### src/hdl/psg_pkg.sv
package psg_pkg;

    localparam int VOL_BITS = 15;

    typedef enum logic [1:0] {
        KIND_REG  = 2'd0,
        KIND_BEEP = 2'd1,
        KIND_TICK = 2'd2
    } t_kind;

    typedef enum logic [1:0] {
        CFG_STEP_NUM = 2'd0,
        CFG_STEP_DEN = 2'd1,
        CFG_STEREO   = 2'd2,
        CFG_BEEP_VOL = 2'd3
    } t_cfg_index;

    localparam logic [1:0] MIX_ABC = 2'd1;
    localparam logic [1:0] MIX_ACB = 2'd2;

    // sound register numbers with side effects
    localparam logic [3:0] REG_NOISE  = 4'd6;
    localparam logic [3:0] REG_MIXER  = 4'd7;
    localparam logic [3:0] REG_VOL_A  = 4'd8;
    localparam logic [3:0] REG_VOL_C  = 4'd10;
    localparam logic [3:0] REG_ENV_LO = 4'd11;
    localparam logic [3:0] REG_ENV_HI = 4'd12;
    localparam logic [3:0] REG_SHAPE  = 4'd13;

    typedef enum logic [2:0] {
        ST_IDLE,
        ST_MUL,
        ST_DIV,
        ST_DIV1,
        ST_TICK,
        ST_OUT
    } t_state;

    // controller -> datapath commands
    typedef struct packed {
        logic latch;     // capture the accepted item
        logic reg_wr;    // write sound register, start scaling
        logic beep_wr;
        logic mul_go;    // multiply raw period by step_num
        logic div_step;
        logic div1_go;   // divide step_num alone (zero fallback)
        logic commit;    // store scaled period
        logic tick;      // step envelope and channels, load output
    } t_cmd;

    typedef struct packed {
        logic is_period; // latched write targets a period register
        logic div_done;
        logic need_min;  // scaled result was zero
        t_kind kind;
    } t_stat;

    function automatic logic [VOL_BITS-1:0] vol_tab(input logic [3:0] i);
        logic [15:0] v;
        case (i)
            4'd0:  v = 16'h0000;
            4'd1:  v = 16'h0344;
            4'd2:  v = 16'h04BC;
            4'd3:  v = 16'h06ED;
            4'd4:  v = 16'h0A3B;
            4'd5:  v = 16'h0F23;
            4'd6:  v = 16'h1515;
            4'd7:  v = 16'h2277;
            4'd8:  v = 16'h2898;
            4'd9:  v = 16'h4142;
            4'd10: v = 16'h5B2B;
            4'd11: v = 16'h726C;
            4'd12: v = 16'h9069;
            4'd13: v = 16'hB555;
            4'd14: v = 16'hD79B;
            default: v = 16'hFFFF;
        endcase
        return v[15:1];
    endfunction

    // x / 3 for 15-bit x via reciprocal multiply
    function automatic logic [VOL_BITS-1:0] div3(input logic [VOL_BITS-1:0] x);
        logic [31:0] p;
        p = {17'd0, x} * 32'd43691;
        return p[31:17];
    endfunction

endpackage

### src/hdl/psg_if.sv
interface psg_in_if;
    logic       valid;
    logic       ready;
    logic [1:0] kind;
    logic [3:0] reg_index;
    logic [7:0] write_value;
    modport source (output valid, kind, reg_index, write_value, input ready);
    modport sink (input valid, kind, reg_index, write_value, output ready);
endinterface

interface psg_out_if;
    logic        valid;
    logic        ready;
    logic [14:0] level_a;
    logic [14:0] level_b;
    logic [14:0] level_c;
    logic [14:0] beeper_level;
    logic [14:0] left_sample;
    logic [14:0] right_sample;
    modport source (output valid, level_a, level_b, level_c, beeper_level,
                    left_sample, right_sample, input ready);
    modport sink (input valid, level_a, level_b, level_c, beeper_level,
                  left_sample, right_sample, output ready);
endinterface

interface psg_cfg_if;
    logic        valid;
    logic        ready;
    logic [1:0]  index;
    logic [15:0] data;
    modport source (output valid, index, data, input ready);
    modport sink (input valid, index, data, output ready);
endinterface

### src/hdl/psg_ctrl.sv
module psg_ctrl
    import psg_pkg::*;
(
    input  logic  i_clk,
    input  logic  i_rst_n,
    input  logic  i_in_valid,
    output logic  o_in_ready,
    input  logic  i_out_busy,
    input  t_stat i_stat,
    output t_cmd  o_cmd
);

    t_state r_state, n_state;

    always_ff @(posedge i_clk) begin
        if (!i_rst_n) begin
            r_state <= ST_IDLE;
        end else begin
            r_state <= n_state;
        end
    end

    always_comb begin
        n_state = r_state;
        case (r_state)
            ST_IDLE: begin
                if (i_in_valid) begin
                    n_state = ST_OUT;
                end
            end
            ST_OUT: begin
                // decode the latched item
                case (i_stat.kind)
                    KIND_REG:  n_state = i_stat.is_period ? ST_MUL : ST_IDLE;
                    KIND_TICK: n_state = i_out_busy ? ST_OUT : ST_TICK;
                    default:   n_state = ST_IDLE;
                endcase
            end
            ST_MUL:  n_state = ST_DIV;
            ST_DIV: begin
                if (i_stat.div_done) begin
                    n_state = i_stat.need_min ? ST_DIV1 : ST_IDLE;
                end
            end
            ST_DIV1: begin
                if (i_stat.div_done) begin
                    n_state = ST_IDLE;
                end
            end
            ST_TICK: n_state = ST_IDLE;
            default: n_state = ST_IDLE;
        endcase
    end

    always_comb begin
        o_cmd = '0;
        o_in_ready = 1'b0;
        case (r_state)
            ST_IDLE: begin
                o_in_ready = 1'b1;
                o_cmd.latch = i_in_valid;
            end
            ST_OUT: begin
                o_cmd.reg_wr  = (i_stat.kind == KIND_REG);
                o_cmd.beep_wr = (i_stat.kind == KIND_BEEP);
            end
            ST_MUL: begin
                o_cmd.mul_go = 1'b1;
            end
            ST_DIV: begin
                o_cmd.div_step = !i_stat.div_done;
                o_cmd.commit   = i_stat.div_done;
                o_cmd.div1_go  = i_stat.div_done && i_stat.need_min;
            end
            ST_DIV1: begin
                o_cmd.div_step = !i_stat.div_done;
                o_cmd.commit   = i_stat.div_done;
            end
            ST_TICK: begin
                o_cmd.tick = 1'b1;
            end
            default: begin
                o_cmd = '0;
            end
        endcase
    end

endmodule

### src/hdl/psg_datapath.sv
module psg_datapath
    import psg_pkg::*;
#(
    parameter int PERIOD_BITS = 32,
    parameter int LFSR_BITS   = 17
) (
    input  logic        i_clk,
    input  logic        i_rst_n,
    input  t_cmd        i_cmd,
    output t_stat       o_stat,
    input  logic [1:0]  i_kind,
    input  logic [3:0]  i_reg_index,
    input  logic [7:0]  i_write_value,
    input  logic [15:0] i_step_num,
    input  logic [15:0] i_step_den,
    input  logic [1:0]  i_stereo_mode,
    input  logic [3:0]  i_beeper_volume,
    output logic [VOL_BITS-1:0] o_lv [6]
);

    localparam int PROD_BITS = 32;
    localparam int CNT_BITS  = $clog2(PROD_BITS + 1);

    t_kind       r_kind;
    logic [3:0]  r_idx;
    logic [7:0]  r_val;
    logic [7:0]  r_regs [14];
    logic [PERIOD_BITS-1:0] r_tone_per [3];
    logic [PERIOD_BITS-1:0] r_tone_cnt [3];
    logic [PERIOD_BITS-1:0] r_noise_cnt [3];
    logic [LFSR_BITS-1:0]   r_lfsr [3];
    logic [PERIOD_BITS-1:0] r_noise_per, r_env_per;
    // envelope count runs up to twice the period
    logic [PERIOD_BITS:0]   r_env_cnt;
    logic [3:0]  r_env_lvl;
    logic        r_cont, r_alt, r_hold, r_up, r_held;
    logic [VOL_BITS-1:0] r_beep;

    // scaling datapath
    logic [15:0] r_raw;
    logic [PROD_BITS-1:0] r_rem_q;   // dividend shifting into quotient
    logic [16:0] r_rem;
    logic [15:0] r_den;
    logic [CNT_BITS-1:0] r_cnt;
    logic        r_busy, r_min_pass;

    logic [15:0] den_eff;
    assign den_eff = (i_step_den == 16'd0) ? 16'd1 : i_step_den;

    // register write stores the new byte and assembles raw from it and the banked partner byte
    logic [1:0] tgt;   // 0..2 tone channel for tone registers; noise/env select handled by r_idx
    always_comb begin
        tgt = r_idx[2:1];
    end

    logic is_tone, is_noise, is_env;
    assign is_tone  = (r_idx < REG_NOISE);
    assign is_noise = (r_idx == REG_NOISE);
    assign is_env   = (r_idx == REG_ENV_LO) || (r_idx == REG_ENV_HI);

    logic [16:0] trial;
    assign trial = {r_rem[15:0], r_rem_q[PROD_BITS-1]} - {1'b0, r_den};
    logic [16:0] shifted;
    assign shifted = {r_rem[15:0], r_rem_q[PROD_BITS-1]};

    logic [PERIOD_BITS-1:0] q_ext, q_final;
    always_comb begin
        q_ext = PERIOD_BITS'({{PROD_BITS{1'b0}}, r_rem_q});
        q_final = r_min_pass ? (is_env ? (q_ext >> 1) : q_ext) : q_ext;
    end

    assign o_stat.is_period = is_tone || is_noise || is_env;
    assign o_stat.div_done  = (r_cnt == '0) && !i_cmd.mul_go && r_busy;
    assign o_stat.need_min  = !r_min_pass && (q_ext == '0);
    assign o_stat.kind      = r_kind;

    always_ff @(posedge i_clk) begin
        if (i_cmd.latch) begin
            r_kind <= t_kind'(i_kind);
            r_idx  <= i_reg_index;
            r_val  <= i_write_value;
        end
        if (i_cmd.mul_go) begin
            r_rem_q <= PROD_BITS'({16'd0, r_raw} * {16'd0, i_step_num});
            r_rem   <= '0;
            r_den   <= den_eff;
            r_cnt   <= CNT_BITS'(PROD_BITS);
            r_min_pass <= 1'b0;
        end else if (i_cmd.div1_go) begin
            r_rem_q <= PROD_BITS'(i_step_num);
            r_rem   <= '0;
            r_cnt   <= CNT_BITS'(PROD_BITS);
            r_min_pass <= 1'b1;
        end else if (i_cmd.div_step) begin
            // restoring division, one quotient bit a cycle
            if (!trial[16]) begin
                r_rem <= trial;
            end else begin
                r_rem <= shifted;
            end
            r_rem_q <= {r_rem_q[PROD_BITS-2:0], !trial[16]};
            r_cnt   <= r_cnt - 1'b1;
        end
    end

    always_ff @(posedge i_clk) begin
        if (!i_rst_n) begin
            r_busy <= 1'b0;
        end else if (i_cmd.mul_go) begin
            r_busy <= 1'b1;
        end else if (i_cmd.commit && !i_cmd.div1_go) begin
            r_busy <= 1'b0;
        end
    end

    // envelope step, computed combinationally for a tick
    logic [PERIOD_BITS:0] env_lim;
    logic [3:0] e_lvl;
    logic       e_up, e_held;
    logic [PERIOD_BITS:0] e_cnt;
    always_comb begin
        env_lim = r_alt ? {1'b0, r_env_per} : {r_env_per, 1'b0};
        e_lvl = r_env_lvl;
        e_up = r_up;
        e_held = r_held;
        e_cnt = r_env_cnt;
        if (!r_held) begin
            if (env_lim > r_env_cnt) begin
                e_cnt = r_env_cnt + 1'b1;
            end else begin
                e_cnt = '0;
                if (r_up) begin
                    if (r_env_lvl < 4'd15) e_lvl = r_env_lvl + 1'b1;
                    else if (!r_cont) begin e_held = 1'b1; e_lvl = 4'd0; end
                    else if (r_hold) begin
                        if (r_alt) e_lvl = 4'd0;
                        e_held = 1'b1;
                    end else if (r_alt) e_up = 1'b0;
                    else e_lvl = 4'd0;
                end else begin
                    if (r_env_lvl > 4'd0) e_lvl = r_env_lvl - 1'b1;
                    else if (!r_cont) e_held = 1'b1;
                    else if (r_hold) begin
                        if (r_alt) e_lvl = 4'd15;
                        e_held = 1'b1;
                    end else if (r_alt) e_up = 1'b1;
                    else e_lvl = 4'd15;
                end
            end
        end
    end

    logic [VOL_BITS-1:0] ch_lv [3];
    logic [PERIOD_BITS-1:0] t_cnt_n [3];
    logic [PERIOD_BITS-1:0] n_cnt_n [3];
    logic [LFSR_BITS-1:0]   lfsr_n [3];
    always_comb begin
        for (int c = 0; c < 3; c++) begin
            logic [PERIOD_BITS-1:0] tc;
            logic tone, noise, on;
            logic [7:0] vr;
            tc = (r_tone_cnt[c] >= r_tone_per[c]) ? '0 : r_tone_cnt[c];
            tone = tc < (r_tone_per[c] >> 1);
            t_cnt_n[c] = tc + 1'b1;
            lfsr_n[c] = r_lfsr[c];
            n_cnt_n[c] = r_noise_cnt[c] + 1'b1;
            if (r_noise_cnt[c] >= r_noise_per) begin
                lfsr_n[c] = {r_lfsr[c][0] ^ r_lfsr[c][3], r_lfsr[c][LFSR_BITS-1:1]};
                n_cnt_n[c] = PERIOD_BITS'(1);
            end
            noise = lfsr_n[c][0];
            on = ((tone || r_regs[REG_MIXER][c]) && (noise || r_regs[REG_MIXER][c+3]))
                 || (r_tone_per[c] == '0);
            vr = r_regs[4'(int'(REG_VOL_A) + c)];
            ch_lv[c] = !on ? '0 : (vr[4] ? vol_tab(e_lvl) : vol_tab(vr[3:0]));
        end
    end

    logic [VOL_BITS-1:0] mix_l, mix_r, quarter;
    always_comb begin
        quarter = VOL_BITS'((17'(ch_lv[0] >> 2) + 17'(ch_lv[1] >> 2))
                  + (17'(ch_lv[2] >> 2) + 17'(r_beep >> 2)));
        if (i_stereo_mode == MIX_ABC) begin
            mix_l = div3(ch_lv[0]) + div3(ch_lv[1]) + div3(r_beep);
            mix_r = div3(ch_lv[2]) + div3(ch_lv[1]) + div3(r_beep);
        end else if (i_stereo_mode == MIX_ACB) begin
            mix_l = div3(ch_lv[0]) + div3(ch_lv[2]) + div3(r_beep);
            mix_r = div3(ch_lv[1]) + div3(ch_lv[2]) + div3(r_beep);
        end else begin
            mix_l = quarter;
            mix_r = quarter;
        end
    end

    logic [7:0] wv;
    always_comb begin
        wv = r_val;
        if (r_idx < REG_NOISE && r_idx[0]) wv = {4'd0, r_val[3:0]};
        else if (r_idx == REG_NOISE) wv = {3'd0, r_val[4:0]};
        else if (r_idx >= REG_VOL_A && r_idx <= REG_VOL_C) wv = {3'd0, r_val[4:0]};
        else if (r_idx == REG_SHAPE) wv = {4'd0, r_val[3:0]};
    end

    always_ff @(posedge i_clk) begin
        if (!i_rst_n) begin
            for (int i = 0; i < 14; i++) r_regs[i] <= '0;
            for (int c = 0; c < 3; c++) begin
                r_tone_per[c] <= '0;
                r_tone_cnt[c] <= '0;
                r_noise_cnt[c] <= '0;
                r_lfsr[c] <= LFSR_BITS'(1);
            end
            r_noise_per <= '0;
            r_env_per <= '0;
            r_env_cnt <= '0;
            r_env_lvl <= '0;
            {r_cont, r_alt, r_hold, r_up, r_held} <= '0;
            r_beep <= '0;
            r_raw <= '0;
            for (int k = 0; k < 6; k++) o_lv[k] <= '0;
        end else begin
            if (i_cmd.reg_wr && r_idx < 4'd14) begin
                r_regs[r_idx] <= wv;
                if (is_tone) begin
                    r_raw <= r_idx[0] ? {4'd0, wv[3:0], r_regs[{1'b0, tgt, 1'b0}]}
                                      : {4'd0, r_regs[{1'b0, tgt, 1'b1}][3:0], wv};
                end else if (is_noise) begin
                    r_raw <= {8'd0, wv};
                end else if (r_idx == REG_ENV_LO) begin
                    r_raw <= {r_regs[REG_ENV_HI], wv};
                end else if (r_idx == REG_ENV_HI) begin
                    r_raw <= {wv, r_regs[REG_ENV_LO]};
                end
                if (r_idx == REG_SHAPE) begin
                    if (wv[3]) begin
                        r_alt  <= wv[1];
                        r_hold <= wv[0];
                    end
                    r_cont <= wv[3];
                    r_up   <= wv[2];
                    r_held <= 1'b0;
                    r_env_cnt <= '0;
                    r_env_lvl <= wv[2] ? 4'd0 : 4'd15;
                end
            end
            if (i_cmd.beep_wr) begin
                r_beep <= (r_val != 8'd0) ? vol_tab(i_beeper_volume) : '0;
            end
            if (i_cmd.commit && !i_cmd.div1_go) begin
                if (is_tone) r_tone_per[tgt] <= q_final;
                else if (is_noise) r_noise_per <= q_final;
                else r_env_per <= q_final;
            end
            if (i_cmd.tick) begin
                r_env_cnt <= e_cnt;
                r_env_lvl <= e_lvl;
                r_up <= e_up;
                r_held <= e_held;
                for (int c = 0; c < 3; c++) begin
                    r_tone_cnt[c] <= t_cnt_n[c];
                    r_noise_cnt[c] <= n_cnt_n[c];
                    r_lfsr[c] <= lfsr_n[c];
                    o_lv[c] <= ch_lv[c];
                end
                o_lv[3] <= r_beep;
                o_lv[4] <= mix_l;
                o_lv[5] <= mix_r;
            end
        end
    end

endmodule

### src/hdl/psg_three_channel_sound_generator.sv
// Three-channel sound generator.
// Channels: in (kind, reg_index, write_value), out (six 15-bit levels),
// cfg (index, data) for step_num, step_den, stereo_mode, beeper_volume.
// An item is taken when valid and ready are high on a clock edge.
// A beeper write or a plain register write is latched, then applied.
// A period register write also runs one multiply by step_num,
// then a 32-step restoring divide by step_den; a zero quotient runs a
// second 32-step divide of step_num alone.
// A tick yields one result item, held in the output
// register until taken; a tick waits while that register is still full,
// so a stalled receiver stops input at the next tick after one result.
// Reset (synchronous, active low) clears all sound state and the
// configuration to step 1/1, mono, beeper volume 15.
module psg_three_channel_sound_generator
    import psg_pkg::*;
#(
    parameter int PERIOD_BITS = 32,
    parameter int LFSR_BITS   = 17
) (
    input logic i_clk,
    input logic i_rst_n,
    psg_in_if.sink    in_ch,
    psg_out_if.source out_ch,
    psg_cfg_if.sink   cfg_ch
);

    logic [15:0] r_step_num, r_step_den;
    logic [1:0]  r_stereo;
    logic [3:0]  r_beep_vol;
    logic        r_out_valid;
    t_cmd        cmd;
    t_stat       stat;
    logic [VOL_BITS-1:0] lv [6];

    assign cfg_ch.ready = 1'b1;

    always_ff @(posedge i_clk) begin
        if (!i_rst_n) begin
            r_step_num <= 16'd1;
            r_step_den <= 16'd1;
            r_stereo   <= 2'd0;
            r_beep_vol <= 4'd15;
        end else if (cfg_ch.valid) begin
            case (cfg_ch.index)
                CFG_STEP_NUM: r_step_num <= cfg_ch.data;
                CFG_STEP_DEN: r_step_den <= cfg_ch.data;
                CFG_STEREO:   r_stereo   <= cfg_ch.data[1:0];
                CFG_BEEP_VOL: r_beep_vol <= cfg_ch.data[3:0];
                default: ;
            endcase
        end
    end

    always_ff @(posedge i_clk) begin
        if (!i_rst_n) begin
            r_out_valid <= 1'b0;
        end else if (cmd.tick) begin
            r_out_valid <= 1'b1;
        end else if (out_ch.ready) begin
            r_out_valid <= 1'b0;
        end
    end

    psg_ctrl u_ctrl (
        .i_clk      (i_clk),
        .i_rst_n    (i_rst_n),
        .i_in_valid (in_ch.valid),
        .o_in_ready (in_ch.ready),
        .i_out_busy (r_out_valid && !out_ch.ready),
        .i_stat     (stat),
        .o_cmd      (cmd)
    );

    psg_datapath #(
        .PERIOD_BITS (PERIOD_BITS),
        .LFSR_BITS   (LFSR_BITS)
    ) u_dp (
        .i_clk           (i_clk),
        .i_rst_n         (i_rst_n),
        .i_cmd           (cmd),
        .o_stat          (stat),
        .i_kind          (in_ch.kind),
        .i_reg_index     (in_ch.reg_index),
        .i_write_value   (in_ch.write_value),
        .i_step_num      (r_step_num),
        .i_step_den      (r_step_den),
        .i_stereo_mode   (r_stereo),
        .i_beeper_volume (r_beep_vol),
        .o_lv            (lv)
    );

    assign out_ch.valid        = r_out_valid;
    assign out_ch.level_a      = lv[0];
    assign out_ch.level_b      = lv[1];
    assign out_ch.level_c      = lv[2];
    assign out_ch.beeper_level = lv[3];
    assign out_ch.left_sample  = lv[4];
    assign out_ch.right_sample = lv[5];

endmodule

### src/flat_wrapper.sv
// flat-port wrapper written by rule: the top's interface ports become plain ports
module psg_three_channel_sound_generator_flat import psg_pkg::*;
#(
    parameter int PERIOD_BITS = 32,
    parameter int LFSR_BITS   = 17
)
  (i_clk, i_rst_n, in_ch_valid, in_ch_kind, in_ch_reg_index, in_ch_write_value, in_ch_ready, out_ch_valid, out_ch_level_a, out_ch_level_b, out_ch_level_c, out_ch_beeper_level, out_ch_left_sample, out_ch_right_sample, out_ch_ready, cfg_ch_valid, cfg_ch_index, cfg_ch_data, cfg_ch_ready);
  psg_in_if in_ch_i ();
  psg_out_if out_ch_i ();
  psg_cfg_if cfg_ch_i ();
  input logic i_clk;
  input logic i_rst_n;
  input wire logic [$bits(in_ch_i.valid)-1:0] in_ch_valid;
  input wire logic [$bits(in_ch_i.kind)-1:0] in_ch_kind;
  input wire logic [$bits(in_ch_i.reg_index)-1:0] in_ch_reg_index;
  input wire logic [$bits(in_ch_i.write_value)-1:0] in_ch_write_value;
  output wire logic [$bits(in_ch_i.ready)-1:0] in_ch_ready;
  output wire logic [$bits(out_ch_i.valid)-1:0] out_ch_valid;
  output wire logic [$bits(out_ch_i.level_a)-1:0] out_ch_level_a;
  output wire logic [$bits(out_ch_i.level_b)-1:0] out_ch_level_b;
  output wire logic [$bits(out_ch_i.level_c)-1:0] out_ch_level_c;
  output wire logic [$bits(out_ch_i.beeper_level)-1:0] out_ch_beeper_level;
  output wire logic [$bits(out_ch_i.left_sample)-1:0] out_ch_left_sample;
  output wire logic [$bits(out_ch_i.right_sample)-1:0] out_ch_right_sample;
  input wire logic [$bits(out_ch_i.ready)-1:0] out_ch_ready;
  input wire logic [$bits(cfg_ch_i.valid)-1:0] cfg_ch_valid;
  input wire logic [$bits(cfg_ch_i.index)-1:0] cfg_ch_index;
  input wire logic [$bits(cfg_ch_i.data)-1:0] cfg_ch_data;
  output wire logic [$bits(cfg_ch_i.ready)-1:0] cfg_ch_ready;
  assign in_ch_i.valid = in_ch_valid;
  assign in_ch_i.kind = in_ch_kind;
  assign in_ch_i.reg_index = in_ch_reg_index;
  assign in_ch_i.write_value = in_ch_write_value;
  assign in_ch_ready = in_ch_i.ready;
  assign out_ch_valid = out_ch_i.valid;
  assign out_ch_level_a = out_ch_i.level_a;
  assign out_ch_level_b = out_ch_i.level_b;
  assign out_ch_level_c = out_ch_i.level_c;
  assign out_ch_beeper_level = out_ch_i.beeper_level;
  assign out_ch_left_sample = out_ch_i.left_sample;
  assign out_ch_right_sample = out_ch_i.right_sample;
  assign out_ch_i.ready = out_ch_ready;
  assign cfg_ch_i.valid = cfg_ch_valid;
  assign cfg_ch_i.index = cfg_ch_index;
  assign cfg_ch_i.data = cfg_ch_data;
  assign cfg_ch_ready = cfg_ch_i.ready;
  psg_three_channel_sound_generator #(.PERIOD_BITS(PERIOD_BITS), .LFSR_BITS(LFSR_BITS)) u_core (.i_clk(i_clk), .i_rst_n(i_rst_n), .in_ch(in_ch_i), .out_ch(out_ch_i), .cfg_ch(cfg_ch_i));
endmodule
### config.mk
export PLATFORM = sky130hd
export DESIGN_NAME = psg_three_channel_sound_generator_flat
export DESIGN_NICKNAME = d
export VERILOG_FILES = /design/src/hdl/psg_pkg.sv /design/src/hdl/psg_if.sv /design/src/hdl/psg_ctrl.sv /design/src/hdl/psg_datapath.sv /design/src/hdl/psg_three_channel_sound_generator.sv /design/src/flat_wrapper.sv
export SDC_FILE = /design/constraint.sdc
export NUM_CORES = 2
export LEC_CHECK = 0
export BUFFER_PORTS_ARGS = -buffer_cell sky130_fd_sc_hd__clkbuf_2
export CORE_MARGIN = 3
export CORE_UTILIZATION = 35
export CTS_BUF_LIST = sky130_fd_sc_hd__clkbuf_8
export DETAILED_ROUTE_END_ITERATION = 8
export HOLD_SLACK_MARGIN = 0.06
export RECOVER_POWER = 25
export SLEW_MARGIN = 20
export SYNTH_ARGS = -nofsm -noshare
export SYNTH_HDL_FRONTEND = slang
export SYNTH_SLANG_ARGS = --single-unit
### constraint.sdc
create_clock -name i_clk -period 16.75 [get_ports i_clk]
set_input_delay 0.8375 -clock i_clk [delete_from_list [all_inputs] [get_ports i_clk]]
set_output_delay 0.8375 -clock i_clk [all_outputs]
set_load 0.005 [all_outputs]
== After elaboration in Yosys (flattened, before gate mapping) ==
Memory sizes are Yosys's and may differ from the RTL's. A register that Yosys moved wholly into a read port is not among the register bits.
Index checks and enable logic that the tools add are counted.

* Add/sub/neg operators: 20
* Multiply operators: 5
* $lt $le $gt $ge: 16
* Eq/ne operators: 21
* Muxes and demuxes: 132
* Bitwise logic cells: 14
* Reductions and logical operators: 63

{| class="wikitable"
|+ Operators with widths
! kind !! number
|-
| two-way mux 32 bit || 18
|-
| two-way mux 33 bit || 6
|-
| adder 32 x 1 -> 32 bit (second input constant) || 6
|-
| >= comparator 32 bit || 6
|-
| two-way mux 15 bit || 11
|-
| logical NOT 32 bit || 4
|-
| multiplier 15 x 16 -> 31 bit (second input constant) || 4
|-
| two-way mux 17 bit || 6
|-
| less-than comparator 32 x 31 -> 1 bit || 3
|-
| two-way mux 4 bit || 22
|-
| two-way mux 16 bit || 5
|-
| adder 14 x 14 -> 15 bit || 4
|-
| two-way mux 1 bit || 50
|-
| adder 15 x 14 -> 15 bit || 3
|-
| two-way mux 8 bit || 5
|-
| adder 33 x 1 -> 33 bit (second input constant) || 1
|-
| > comparator 33 bit || 1
|-
| multiplier 16 x 16 -> 32 bit || 1
|-
| OR reduction 32 bit || 1
|-
| adder 13 x 13 -> 14 bit || 2
|-
| subtractor 17 x 16 -> 17 bit || 1
|-
| logical NOT 16 bit || 1
|-
| one-hot mux 3 bit (5 select lines) || 1
|-
| AND reduction 3 bit || 5
|-
| other kinds (37) || 104
|}

* Flip-flop bits (word level): 355
* RAM bits: 451
* ROM bits: 1792
* Bits of input ports: 37
* Output and inout bits: 93
* Word-level logic and storage cells: 315
* Memories: 12

{| class="wikitable"
|+ Memories
! name !! depth !! bits a word !! rd ports !! clocked after memory_dff !! wr ports !! RTL line !! source
|-
| (name not given) || 16 || 16 || 1 || 0 || 0 || psg_pkg.sv:60 || <nowiki>case (i)</nowiki>
|-
| (name not given) || 16 || 16 || 1 || 0 || 0 || psg_pkg.sv:60 ||
|-
| (name not given) || 16 || 16 || 1 || 0 || 0 || psg_pkg.sv:60 ||
|-
| (name not given) || 16 || 16 || 1 || 0 || 0 || psg_pkg.sv:60 ||
|-
| (name not given) || 16 || 16 || 1 || 0 || 0 || psg_pkg.sv:60 ||
|-
| (name not given) || 16 || 16 || 1 || 0 || 0 || psg_pkg.sv:60 ||
|-
| 6 more memories || -- || -- || -- || -- || -- || -- ||
|}

== Depth between registers and ports, before layout ==
An unclocked memory read counts as a cell.

* Depth after elaboration: 15
* Mapped depth: 67
* Mapped depth without buffers: 62

== Hierarchy ==
Synthesis repeated with hierarchy kept, for this count alone.

* Cell total of the unflattened synthesis: 7395
* Area total of the unflattened synthesis: 71013.1 um2

{| class="wikitable"
|+ By module, submodules not included
! module !! times used !! cells an instance !! area an instance (um2) !! sequential area each (um2)
|-
| psg_datapath || 1 || 7206 || 69136.3 || 19538.7
|-
| psg_three_channel_sound_generator || 1 || 153 || 1542.7 || 780.7
|-
| psg_ctrl || 1 || 36 || 334.1 || 60.1
|}

== Worst setup path before layout ==
Ideal clock, no wire load.

* Path kind: reg2reg
* Start point: memory u_core.u_dp.r_tone_cnt[1][0], in the netlist u_core.u_dp.r_tone_cnt[0][32]
* End point: register u_core.u_dp.o_lv[29] (netlist bit)
* Setup time: 0.060 ns
* Data arrival time: 12.269 ns
* Required time: 16.690 ns
* Slack: 4.422 ns
* Cell stages (with the launch flop): 60
* Buffers on the path: 4
* Clock period less this slack: 12.328 ns
* Cells stage by stage: edfxtp_1 -> inv_1 -> ha_1 -> nand2b_1 -> a21o_1 -> a211oi_1 -> o31ai_1 -> a21oi_1 -> o211a_1 -> clkbuf_1 -> clkbuf_1 -> clkbuf_1 -> and2_1 -> ha_1 -> o21a_1 -> o21ai_0 -> a21oi_1 -> a221o_1 -> (+24 left out) -> nor2_1 -> fa_1 -> ha_1 -> a21o_1 -> a21oi_1 -> o21bai_1 -> a21oi_1 -> o21bai_1 -> a21oi_1 -> o21bai_1 -> a21oi_1 -> o21bai_1 -> a21oi_1 -> o21bai_1 -> a21oi_1 -> xnor2_1 -> a2111oi_0 -> a221o_1

{| class="wikitable"
|+ RTL lines
! element !! RTL line !! source
|-
| start, declared || psg_datapath.sv:29 || <nowiki>logic [PERIOD_BITS-1:0] r_tone_cnt [3];</nowiki>
|-
| end signal, assigned by index || psg_datapath.sv:263 || <nowiki>o_lv[c] <= ch_lv[c];</nowiki>
|-
| end, declared || psg_datapath.sv:18 || <nowiki>output logic [VOL_BITS-1:0] o_lv [6]</nowiki>
|}

==> summary.md <==
| Metric | Value |
|---|---|
| Post-synth EDFFs | 482 |
| Hold Crit Endpoint | u_core.r_step_den[9] |
| CTS Root Cell | clkbuf_8 |
| Net switching power | approximately 4.4 mW |
| Setup TNS | 0 ns |
| H-tree depth | 4 |
| Wire length on met2 | between 90000 and 100000 um |
| Final Critical Period | roughly 14 ns |
| Cell-internal power | around 5.6 mW |
| Slew Viols, Final | ~450 |
| Logic gate share of total power | about 56% |
| Clock latency on the worst-skew pair | 0.91 ns |
| WHS Path Cells | 3 |
| Top-count cell post-synth | ha_1 |
| RSZ-0062 raised after global routing | false |
| Share of power burned in registers | a little under a quarter |
| Placed cells | roughly 10000 |
| Worst Path Class, Setup | reg -> reg |
| Max-cap violations | 9 |
| Worst stage delay on the critical path | around 0.91 ns |
| Final ANT Viol Nets | 0 |
| Async set or reset register ratio after synthesis | 0% |
| I/O pin count | 130 |
| Layout fillers | 20400 |
| Crit path top cell by count | a21oi_1 |
| RR Endpoint | u_core.u_dp.o_lv[29] |
| Slew headroom | -262% |
| First drt pass iteration count | 5 |
| DRC Markers | 0 |
| Synth Warn # | 0 |
| Area Growth Syn to Fin | 9.39% |
| DR vias | about 55000 |
| Cts hold-fix bufs | 0 |
| Synth top cells by count | ha_1 (965), inv_1 (895), nand2_1 (756), nor2_1 (591), fa_1 (490) |
| Post-synthesis sequential element count | 792 |
| Main synth FF type | edfxtp_1 |
| Crit. End Element | flop |
| CTS Buffer Depth | 3 |
| Largest net degree at the start of global routing | 120 |
| Post-Route WL | around 210000 um |
| GP Congestion | 0.941 |
| Slew @ Worst Pin | 5.40 ns |
| Die area | approximately 0.21 mm2 |
| Reg2Reg Launch Point | u_core.u_dp.r_tone_cnt[0][9] |
| Final non-filler cell total | 10400 |
| Via-to-Cell Ratio | ~5.2 |
| Nets | about 9100 |
| # rows | around 170 |
| Avg Inst Size Synth | between 9 and 10 um2 |
| Setup violations, final | 0 |
| Synth top area cells | edfxtp_1 (20%), ha_1 (17%), fa_1 (14%) |
| Fmax | around 70 MHz |
| CP Max Fanout | 35 |
| Dpl hpwl | 161000 um |
| Routed length on met1 | roughly 94000 um |
| Max layer used | met4 |
| Final hold violation count | 0 |
| Hold Crit Class | in -> reg |
| Die Width | 458 um |
| Initial core utilization | around a third |
| # clock sinks | 792 |
| Cts bufs inserted | 148 |
| Hold path startpoint | cfg_ch_data[9] |
| Register area share after synthesis | between 20% and 30% |
| Worst path arrival time | ~15 ns |
| Worst slack, placed | 2.73 ns |
| Clock power share | between 20% and 30% |
| DR WL met3 | about 11000 um |
| Starting DRT DRC Count | around 3900 |
| R2R cell count | ~50 |
| Congestion Overflow GR | 0 |
| CP Buf/Inv Count | 3 |
| Die Ht | approximately 460 um |
| Overall global routing resource usage | ~20% |
| Top cell type by total area after synthesis | edfxtp_1 |
| PostCTS Resize Cnt | 0 |
| First-pass GRT wire length | approximately 320000 um |
| VDD IR max | around 0.26 mV |
| Final worst slack | between 2 and 2.5 ns |
| Cell Area, Synth | 0.0716 mm2 |
| Antenna violations before repair | 5 |
| Post-synth cell types | 94 |
| WL per Instance | between 15 and 20 um |
| Crit-path leading delay family | compound AO/OA/AOI/OAI gates |
| Port Buffer Count | 128 |
| Fin crit share | roughly 85% |
| Post-CTS setup buffers | 0 |
| CTS tree | built |
| Register clock-pin slew on the reported worst setup and hold paths | about 0.060 ns |
| Top cell type's share of synthesized area | just over 20% |
| Sw Share | between 40% and 50% |
| Reg2reg setup slack | approximately 2.4 ns |
| Pwr Density | around 130 mW/mm2 |
| Slowest CP cell | a221oi_1 |
| Clock skew | about 0.083 ns |
| Final core occ | between 30 and 40% |
| Vias in the first global route | between 50000 and 60000 |
| Share of layout cells above drive strength 1 | 6.38% |
| Setup crit start kind | flop |
| Outcome | finished, violations left |
| CP Data Required Time | between 15 and 20 ns |
| Post-Synthesis Cells | approximately 7600 |
| Failing checks | max-capacitance violations, max-slew violations |
| Leak pwr | 36.4 nW |
| Core footprint | 0.203 mm2 |
flip-flops by register name (all words and copies together), names as in the netlist, 8 cells and up, named ones only:
signal and cells:
u_core.u_dp.r_env_per 32, u_core.r_step_den 16, u_core.u_dp.r_noise_per 32, u_core.u_dp.r_beep 15
u_core.r_step_num 16, u_core.u_dp.r_rem 16, u_core.u_dp.r_lfsr 51, u_core.u_dp.q_ext 32
u_core.u_dp.r_noise_cnt 96, u_core.u_dp.r_val 8, u_core.u_dp.r_raw 16, u_core.u_dp.o_lv 90
u_core.u_dp.r_den 16, u_core.u_dp.r_regs 81, u_core.u_dp.r_tone_per 96, u_core.u_dp.r_env_cnt 33
u_core.u_dp.r_tone_cnt 96
power groups by stage:
stage,clock network [mW],registers (mW),logic [mW]
2_1_floorplan,0,2.36,4.09
5_1_grt,2.18,2.42,6.24
4_1_cts,2.09,2.39,5.56
3_5_place_dp,0,2.43,5.51
3_3_place_gp,0,2.43,5.42
6_report,2.03,2.40,5.57
per-stage QoR:
stage / total power, mW / hold slack, ns / area, um2
2_1_floorplan: 6.45 / 0.443 / 71600
5_1_grt: 10.8 / 0.165 / 78300
3_3_place_gp: 7.85 / 0.445 / 75200
4_1_cts: 10.0 / 0.0954 / 78400
3_5_place_dp: 7.94 / 0.446 / 75200
6_report: 10.0 / 0.203 / 78300
kinds of logic after synthesis:
logic type                 synth area share (%)
and+or+nand+nor                            15.6
adders and majority gates                  30.6
AOI/OAI and AO/OA                          12.3
buffers and inverters                      6.31
DFF                                        28.9
xor gates and xnor gates                   4.09
muxes                                      2.25
other                                    0.0105
worst max-delay path by stage:
stage,depth (start not counted),from,endpoint
after global placement,55,u_core.u_dp.r_tone_cnt[0][0],u_core.u_dp.o_lv[29]
final,51,u_core.u_dp.r_tone_cnt[0][9],u_core.u_dp.o_lv[29]
after detailed placement,51,u_core.u_dp.r_tone_cnt[0][9],u_core.u_dp.o_lv[29]
after CTS,51,u_core.u_dp.r_tone_cnt[0][9],u_core.u_dp.o_lv[29]
after floorplan,59,u_core.u_dp.r_tone_cnt[0][32],u_core.u_dp.o_lv[29]
after global routing,53,u_core.u_dp.r_tone_cnt[0][64],u_core.u_dp.o_lv[29]
area by class of cell:
class                           count  area [um2]  share of cell area [%]
Timing Repair Buffer              212        1160                    1.48
Clock inverter                    113         897                    1.15
Multi-Input combinational cell   5593       46600                    59.5
Clock buffer                      164        2260                    2.88
Antenna cell                        5        12.5                  0.0160
Sequential cell                   792       20700                    26.4
Tap cell                         2672        3340                    4.27
Inverter                          898        3370                    4.31
layer usage:
metal | vias to the layer above | GRT usage (%)
met5 | - | 0
met4 | 0 | 6.88
met3 | 307 | 2.86
met2 | 1365 | 32.0
met1 | 27000 | 26.3
li1 | 26100 | -
tightest hold or removal path, stage by stage:
cell and delay, ns:
clkbuf_2 0.09, nand2_1 0.05, a21boi_0 0.06
layout by cell type, fill, tap and decap left out, types with 80 or more instances in the layout:
cell        n
o211a_1    80
and2_1    238
a21o_1    157
clkbuf_8  164
and3_1    139
nor2_1    589
xnor2_1   178
xor2_1    148
a21oi_1   318
nand2_1   753
inv_1     928
nand4_1    93
o21ai_0   269
a21boi_0   95
edfxtp_1  482
fa_1      490
ha_1      965
dfxtp_1   310
nand3_1   137
Power figures use the tool's default switching activity.
